### config.mk
export PLATFORM = sky130hd
export DESIGN_NAME = cpd_row_div
export DESIGN_NICKNAME = d
export VERILOG_FILES = /design/src/rtl/cpd_pkg.sv /design/src/rtl/cpd_row_div.sv
export SDC_FILE = /design/constraint.sdc
export NUM_CORES = 1
export LEC_CHECK = 0
export ABC_AREA = 1
export BUFFER_PORTS_ARGS = -buffer_cell sky130_fd_sc_hd__buf_2
export CAP_MARGIN = 5
export CORE_MARGIN = 1.5
export CORE_UTILIZATION = 35
export CTS_CLUSTER_SIZE = 25
export DETAILED_ROUTE_END_ITERATION = 6
export GPL_ROUTABILITY_DRIVEN = 0
export PLACE_DENSITY = 0.53
export SLEW_MARGIN = 0
export SYNTH_ARGS = -nofsm -noshare
export SYNTH_HDL_FRONTEND = slang
export SYNTH_SLANG_ARGS = --single-unit
### constraint.sdc
create_clock -name i_clk -period 2.7 [get_ports i_clk]
set_input_delay 0.27 -clock i_clk [delete_from_list [all_inputs] [get_ports i_clk]]
set_output_delay 0.27 -clock i_clk [all_outputs]
set_load 0.05 [all_outputs]
### src/rtl/cpd_pkg.sv
package cpd_pkg;

    localparam int unsigned DEF_MAX_ROWS = 1024;

    localparam int unsigned ACTION_W = 2;
    localparam int unsigned DATA_W   = 32;
    localparam int unsigned STEP_W   = 31;
    localparam int unsigned NROWS_W  = 11;
    localparam int unsigned ROW_W    = 10;
    localparam int unsigned COUNT_W  = 11;
    localparam int unsigned KIND_W   = 2;
    localparam int unsigned CFG_IDX_W = 3;

    localparam logic [ACTION_W-1:0] ACT_POINT   = 2'd0;
    localparam logic [ACTION_W-1:0] ACT_FLUSH   = 2'd1;
    localparam logic [ACTION_W-1:0] ACT_RESTART = 2'd2;

    localparam logic [KIND_W-1:0] KIND_KEEP   = 2'd0;
    localparam logic [KIND_W-1:0] KIND_CLOSE  = 2'd1;
    localparam logic [KIND_W-1:0] KIND_REFUSE = 2'd2;

    localparam logic [CFG_IDX_W-1:0] REG_Y_LOW    = 3'd0;
    localparam logic [CFG_IDX_W-1:0] REG_Y_HIGH   = 3'd1;
    localparam logic [CFG_IDX_W-1:0] REG_Y_STEP   = 3'd2;
    localparam logic [CFG_IDX_W-1:0] REG_X_STEP   = 3'd3;
    localparam logic [CFG_IDX_W-1:0] REG_NUM_ROWS = 3'd4;

    localparam logic [COUNT_W-1:0] COUNT_MAX = 11'd2047;

endpackage

### src/rtl/cpd_row_div.sv
module cpd_row_div
    import cpd_pkg::*;
#(
    parameter int unsigned QW = 10
) (
    input  logic              i_clk,
    input  logic              i_rst_n,
    input  logic              i_start,
    input  logic [32:0]       i_span,
    input  logic [STEP_W-1:0] i_step,
    output logic              o_done,
    output logic              o_ovf,
    output logic [QW-1:0]     o_quot
);

    localparam int unsigned W  = 33 + QW;
    localparam int unsigned CW = $clog2(QW) + 1;

    logic [W-1:0]  r_rem;
    logic [W-1:0]  r_div;
    logic [QW-1:0] r_q;
    logic          r_ovf;
    logic [CW-1:0] r_cnt;
    logic          r_busy;
    logic          r_done;
    logic          w_ge;

    assign w_ge = (r_rem >= r_div);

    always_ff @(posedge i_clk) begin
        if (!i_rst_n) begin
            r_busy <= 1'b0;
            r_done <= 1'b0;
        end else begin
            r_done <= 1'b0;
            if (i_start) begin
                r_busy <= 1'b1;
            end else if (r_busy && r_cnt == '0) begin
                r_busy <= 1'b0;
                r_done <= 1'b1;
            end
        end
    end

    // one quotient bit a cycle, most significant first
    always_ff @(posedge i_clk) begin
        if (i_start) begin
            r_rem <= W'(i_span);
            r_div <= W'(i_step) << (QW - 1);
            r_q   <= '0;
            r_ovf <= (W'(i_span) >= (W'(i_step) << QW));
            r_cnt <= CW'(QW - 1);
        end else if (r_busy) begin
            if (w_ge) begin
                r_rem <= r_rem - r_div;
            end
            r_q   <= (r_q << 1) | QW'(w_ge);
            r_div <= r_div >> 1;
            r_cnt <= r_cnt - 1'b1;
        end
    end

    assign o_done = r_done;
    assign o_ovf  = r_ovf;
    assign o_quot = r_q;

endmodule

After elaboration in Yosys (flattened, before gate mapping)
Cells that the tools add are included.
{"block": "op_classes", "div_mod_pow": 0, "add_sub_neg": 2, "mul": 0, "reduce_logical": 8, "order_cmp": 2, "n_bitwise": 2, "n_shift": 0, "n_eq_ne": 0, "muxes": 8}
{"cell": "two-way mux 33 bit", "count": 3}
{"cell": "two-way mux 40 bit", "count": 2}
{"cell": "greater-or-equal comparator 43 x 40 -> 1 bit", "count": 1}
{"cell": "subtractor 43 x 40 -> 43 bit", "count": 1}
{"cell": "greater-or-equal comparator 33 x 41 -> 1 bit", "count": 1}
{"cell": "OR 10 x 1 -> 10 bit", "count": 1}
{"cell": "nonzero test 2 bit", "count": 3}
{"cell": "logical NOT 5 bit", "count": 1}
{"cell": "subtractor 5 x 1 -> 5 bit, second input constant", "count": 1}
{"cell": "AND reduction 2 bit", "count": 2}
{"cell": "two-way mux 1 bit", "count": 3}
{"cell": "OR reduction 2 bit", "count": 1}
{"cell": "logical AND 1 bit", "count": 1}
{"cell": "inverter 1 bit", "count": 1}
{"block": "totals", "reg_bits": 101, "rom_bits": 0, "ram_bits": 0, "n_memories": 0, "latch_bits": 0, "out_inout_bits": 12, "wordCells": 31}

Longest topological paths before layout
{"block": "depth", "depth_word": 4, "mapped_depth": 16}

Worst setup path before layout
OpenSTA, ideal clock, no wires.
{"block": "synth_timing", "kind": "register -> register", "startpoint": "register r_rem[1]", "endpoint": "register r_rem[0] (enable)", "stages_incl_launch_ff": 15, "path_slack_ns": -0.058, "path_buffers": 1, "t_arrival_ns": 2.368, "path_cell_list": "edfxtp_1 > ha_1 > nand2_2 > nor2_2 > inv_1 > nand2_4 > nand3_1 > nand3_2 > nand2_1 > nand2_2 > nand2_4 > nand2_4 > nand2_4 > buf_6 > nand2_1"}
{"block": "synth_via", "elab_chain_len": 3}
{"item": "start: declaration", "line": "cpd_row_div.sv:19", "text": "logic [W-1:0] r_rem;"}
{"item": "start signal: assignment", "line": "cpd_row_div.sv:48", "text": "r_rem <= W'(i_span);"}
{"item": "start signal: assignment", "line": "cpd_row_div.sv:55", "text": "r_rem <= r_rem - r_div;"}
{"item": "greater-or-equal comparator 43 x 40 -> 1 bit", "line": "cpd_row_div.sv:28", "text": "assign w_ge = (r_rem >= r_div);"}
{"item": "nonzero test 2 bit (no line)"}
{"item": "AND reduction 2 bit (no line)"}
No other way between the ends.
A chain may end at the register's enable or synchronous reset.

Worst setup path after layout
{"block": "layout_timing", "startpoint": "register r_rem[17]", "endpoint": "register r_rem[29], data pin"}
{"block": "layout_via", "elab_chain_len": 4}
{"item": "subtractor 43 x 40 -> 43 bit", "line": "cpd_row_div.sv:55"}
{"item": "two-way mux 33 bit", "line": "cpd_row_div.sv:54", "text": "if (w_ge) begin"}
{"item": "two-way mux 33 bit", "line": "cpd_row_div.sv:53", "text": "end else if (r_busy) begin"}
{"item": "two-way mux 33 bit", "line": "cpd_row_div.sv:47", "text": "if (i_start) begin"}
No other way between the ends. The select of a mux whose other input is x is not followed.

==> impl_metrics.tcl <==
set metrics [dict create \
    yosys_warnings 0 \
    diodes 0 \
    rsz0062_at_grt "no" \
    first_iter_violations 429 \
    htreeDepth 3 \
    antenna_left 0 \
    viasPerCell 4.83 \
    syn_area_mm2 0.00776 \
    grt_pass1_vias 6756 \
    hpwl_um 17200 \
    crit_type "flop to flop" \
    clk_latency_ns 0.37 \
    synth_most_common_cell "nand2_1" \
    totalNegativeSetupSlack_ns 0 \
    netlist.area_leader.share_pct 25.1 \
    drt-total-wl_um 21600 \
    synth.distinct_cells 42 \
    syn_avg_cell_area_um2 7.04 \
    rows 54 \
    start_util_pct 35.6 \
    core_mm2 0.0218 \
    r2r-start "r_rem[17]" \
    min_to "o_done" \
    min_period_over_period_pct 92.6 \
    antenna_found_initial 0 \
    crit_required_ns 2.83 \
    ys_seq_elements 101 \
    fp.dieH_um 152 \
    drc_errors 0 \
    synth_ff_type "edfxtp_1" \
    crit_arrival_ns 2.63 \
    die_area_mm2 0.0231 \
    fin_crit_ns 2.50 \
    reg2reg_depth 12 \
    wire_per_inst_um 14.7 \
    cts_hold_buf 0 \
    nets 1315 \
    seq_power_share_pct 26.1 \
    grt_pass1_wl_um 35300 \
    worst-slew-pin-transition_ns 0.586 \
    leakage_nw 4.40 \
    swShare_pct 47.5 \
    rrSetupSlack_ns 0.20 \
    final_util_pct 40.7 \
    portBuffers 78 \
    syn_to_final_growth_pct 14.3 \
    synthArstFlopShare_pct 0 \
    seq_area_frac_synth_pct 34.4 \
    p_sw_mw 4.03 \
    drive_gt1_share_pct 15.7 \
    num_vias 7093 \
    vdd_drop_max_mv 0.429 \
    fmax_mhz 400 \
    slew_violations 0 \
    clk_path_buf_depth 2 \
    clkTransAtPathRegs_ns 0.09 \
    dpl_cell_area_mm2 0.00854 \
    synthTopCellsByCount "nand2_1 (322), inv_1 (188), nor2_1 (72)" \
    cts_tree "done" \
    chipWidth_um 152 \
    netlist_instances 1103 \
    firstDrtPassIters 6 \
    stdcell_area_mm2 0.00887 \
    num-fill-cells 2301 \
    critPathLaunchType "flop" \
    min_from "i_rst_n" \
    finClkSkew_ns 0.0128 \
    pre_cts_ws_ns 0.116 \
    hold_class "input port to flop" \
    fin_ws_ns 0.200 \
    synth_nets 1235 \
    numCtsBuffers 9 \
    synthTopCellsByArea "edfxtp_1 (25%), nand2_1 (16%), ha_1 (10%)" \
    max_slew_margin_pct 60.9 \
    synth-edff-count 65 \
    cts_root_buffer "clkbuf_16" \
    endpoint_kind "flop" \
    hold_viol_final 0 \
    status "finished clean" \
    maxCapViolations 0 \
    gr-total-overflow 0 \
    comb_power_share_pct 56.9 \
    grt_use_total_pct 19.0 \
    synth_top_cell_by_area "edfxtp_1" \
    ioPinCount 79 \
    clock_sinks 101 \
    hold_depth 3 \
    grt_max_degree 57 \
    crit_fanout 5 \
    p_clk_share_pct 17.0 \
    p_int_mw 4.46 \
    setup_viol 0 \
    timing.rr.end "r_rem[29]" \
    powerDensity_mw_per_mm2 956 \
]
state kept, by name (all words and copies together), names as in the netlist:
| register | flops |
|---|---|
| r_cnt | 5 |
| o_done | 1 |
| o_quot | 10 |
| o_ovf | 1 |
| r_rem | 43 |
| r_busy | 1 |
| r_div | 40 |
cell usage in the layout (no fill, tap or decap), types with 10 or more instances in the layout:
cell         n
nand2_1    320
inv_1      188
buf_2       78
nor2_1      72
edfxtp_1    65
ha_1        64
a21oi_1     54
nand3_1     52
o22ai_1     45
o21ai_0     39
dfxtp_1     36
nand2_2     16
inv_2       15
nor2_2      14
a21oi_2     13
nand4_1     12
or2_2       11
clkbuf_16   10
repair_timing:
item                       4_1_cts  5_1_grt
gates resized for setup          0        2
hold endpoints to repair         0        0
buffers inserted                 0        0
setup endpoints to repair        0        4
worst max-delay path, cell delays in order (launching register included):
cell and delay, ns:
edfxtp_1 0.44, ha_1 0.44, nand2_2 0.12, nor2_1 0.26, nand2_1 0.08, inv_1 0.09
nand3_1 0.08, nand3_1 0.27, nand3_1 0.22, nand2_1 0.10, nand2_1 0.05, nand3_1 0.07
nand2_1 0.05
how the worst max path moves through the flow:
stage                   start         to  depth (start not counted)
floorplan            r_rem[1]   r_rem[0]                         14
global placement     r_rem[0]  r_rem[22]                         13
detailed placement   r_rem[0]  r_rem[22]                         13
CTS                  r_rem[0]  r_rem[22]                         13
global route         r_rem[0]  r_rem[32]                         15
finish              r_rem[17]  r_rem[29]                         12
layout make-up:
| type | instances | area [um2] | share of cell area (%) |
|---|---|---|---|
| flip-flops and latches | 101 | 2670 | 30.1 |
| repair buffers | 89 | 510 | 5.75 |
| multi-input cells | 779 | 4260 | 48.0 |
| inverters | 203 | 762 | 8.59 |
| well taps | 280 | 350 | 3.95 |
| clock buffers | 10 | 250 | 2.82 |
| clock inverters | 6 | 70.1 | 0.790 |
kinds of logic after synthesis:
| family | synth area share [%] |
|---|---|
| DFF | 34.4 |
| buffers and inverters | 10.9 |
| adders and majority gates | 10.6 |
| xor gates and xnor gates | 1.47 |
| AOI/OAI and AO/OA | 13.0 |
| and+or+nand+nor | 29.7 |
power groups by stage:
stage | clock network [mW] | registers [mW] | logic, mW
after floorplan | 0 | 2.25 | 3.56
after global placement | 0 | 2.24 | 4.77
after detailed placement | 0 | 2.25 | 4.78
after CTS | 1.47 | 2.22 | 4.80
after global routing | 1.51 | 2.26 | 5.44
final | 1.44 | 2.22 | 4.83
metal layers:
metal	global-route usage, %	vias to the layer above	routed length [um]
li1	-	3730	-
met1	26.8	3206	11000
met2	31.0	146	9530
met3	2.45	11	880
met4	3.88	0	195
met5	0	-	0
per-stage QoR:
| stage | power, mW | std cells | hold WS (ns) |
|---|---|---|---|
| finish | 8.48 | 1468 | 0.124 |
| global route | 9.21 | 1468 | 0.119 |
| CTS | 8.48 | 1468 | 0.114 |
| detailed placement | 7.02 | 1452 | 0.464 |
| global placement | 7.01 | 1452 | 0.458 |
| floorplan | 5.80 | 1103 | 0.382 |
No activity file was read; power rests on OpenSTA's default activity.
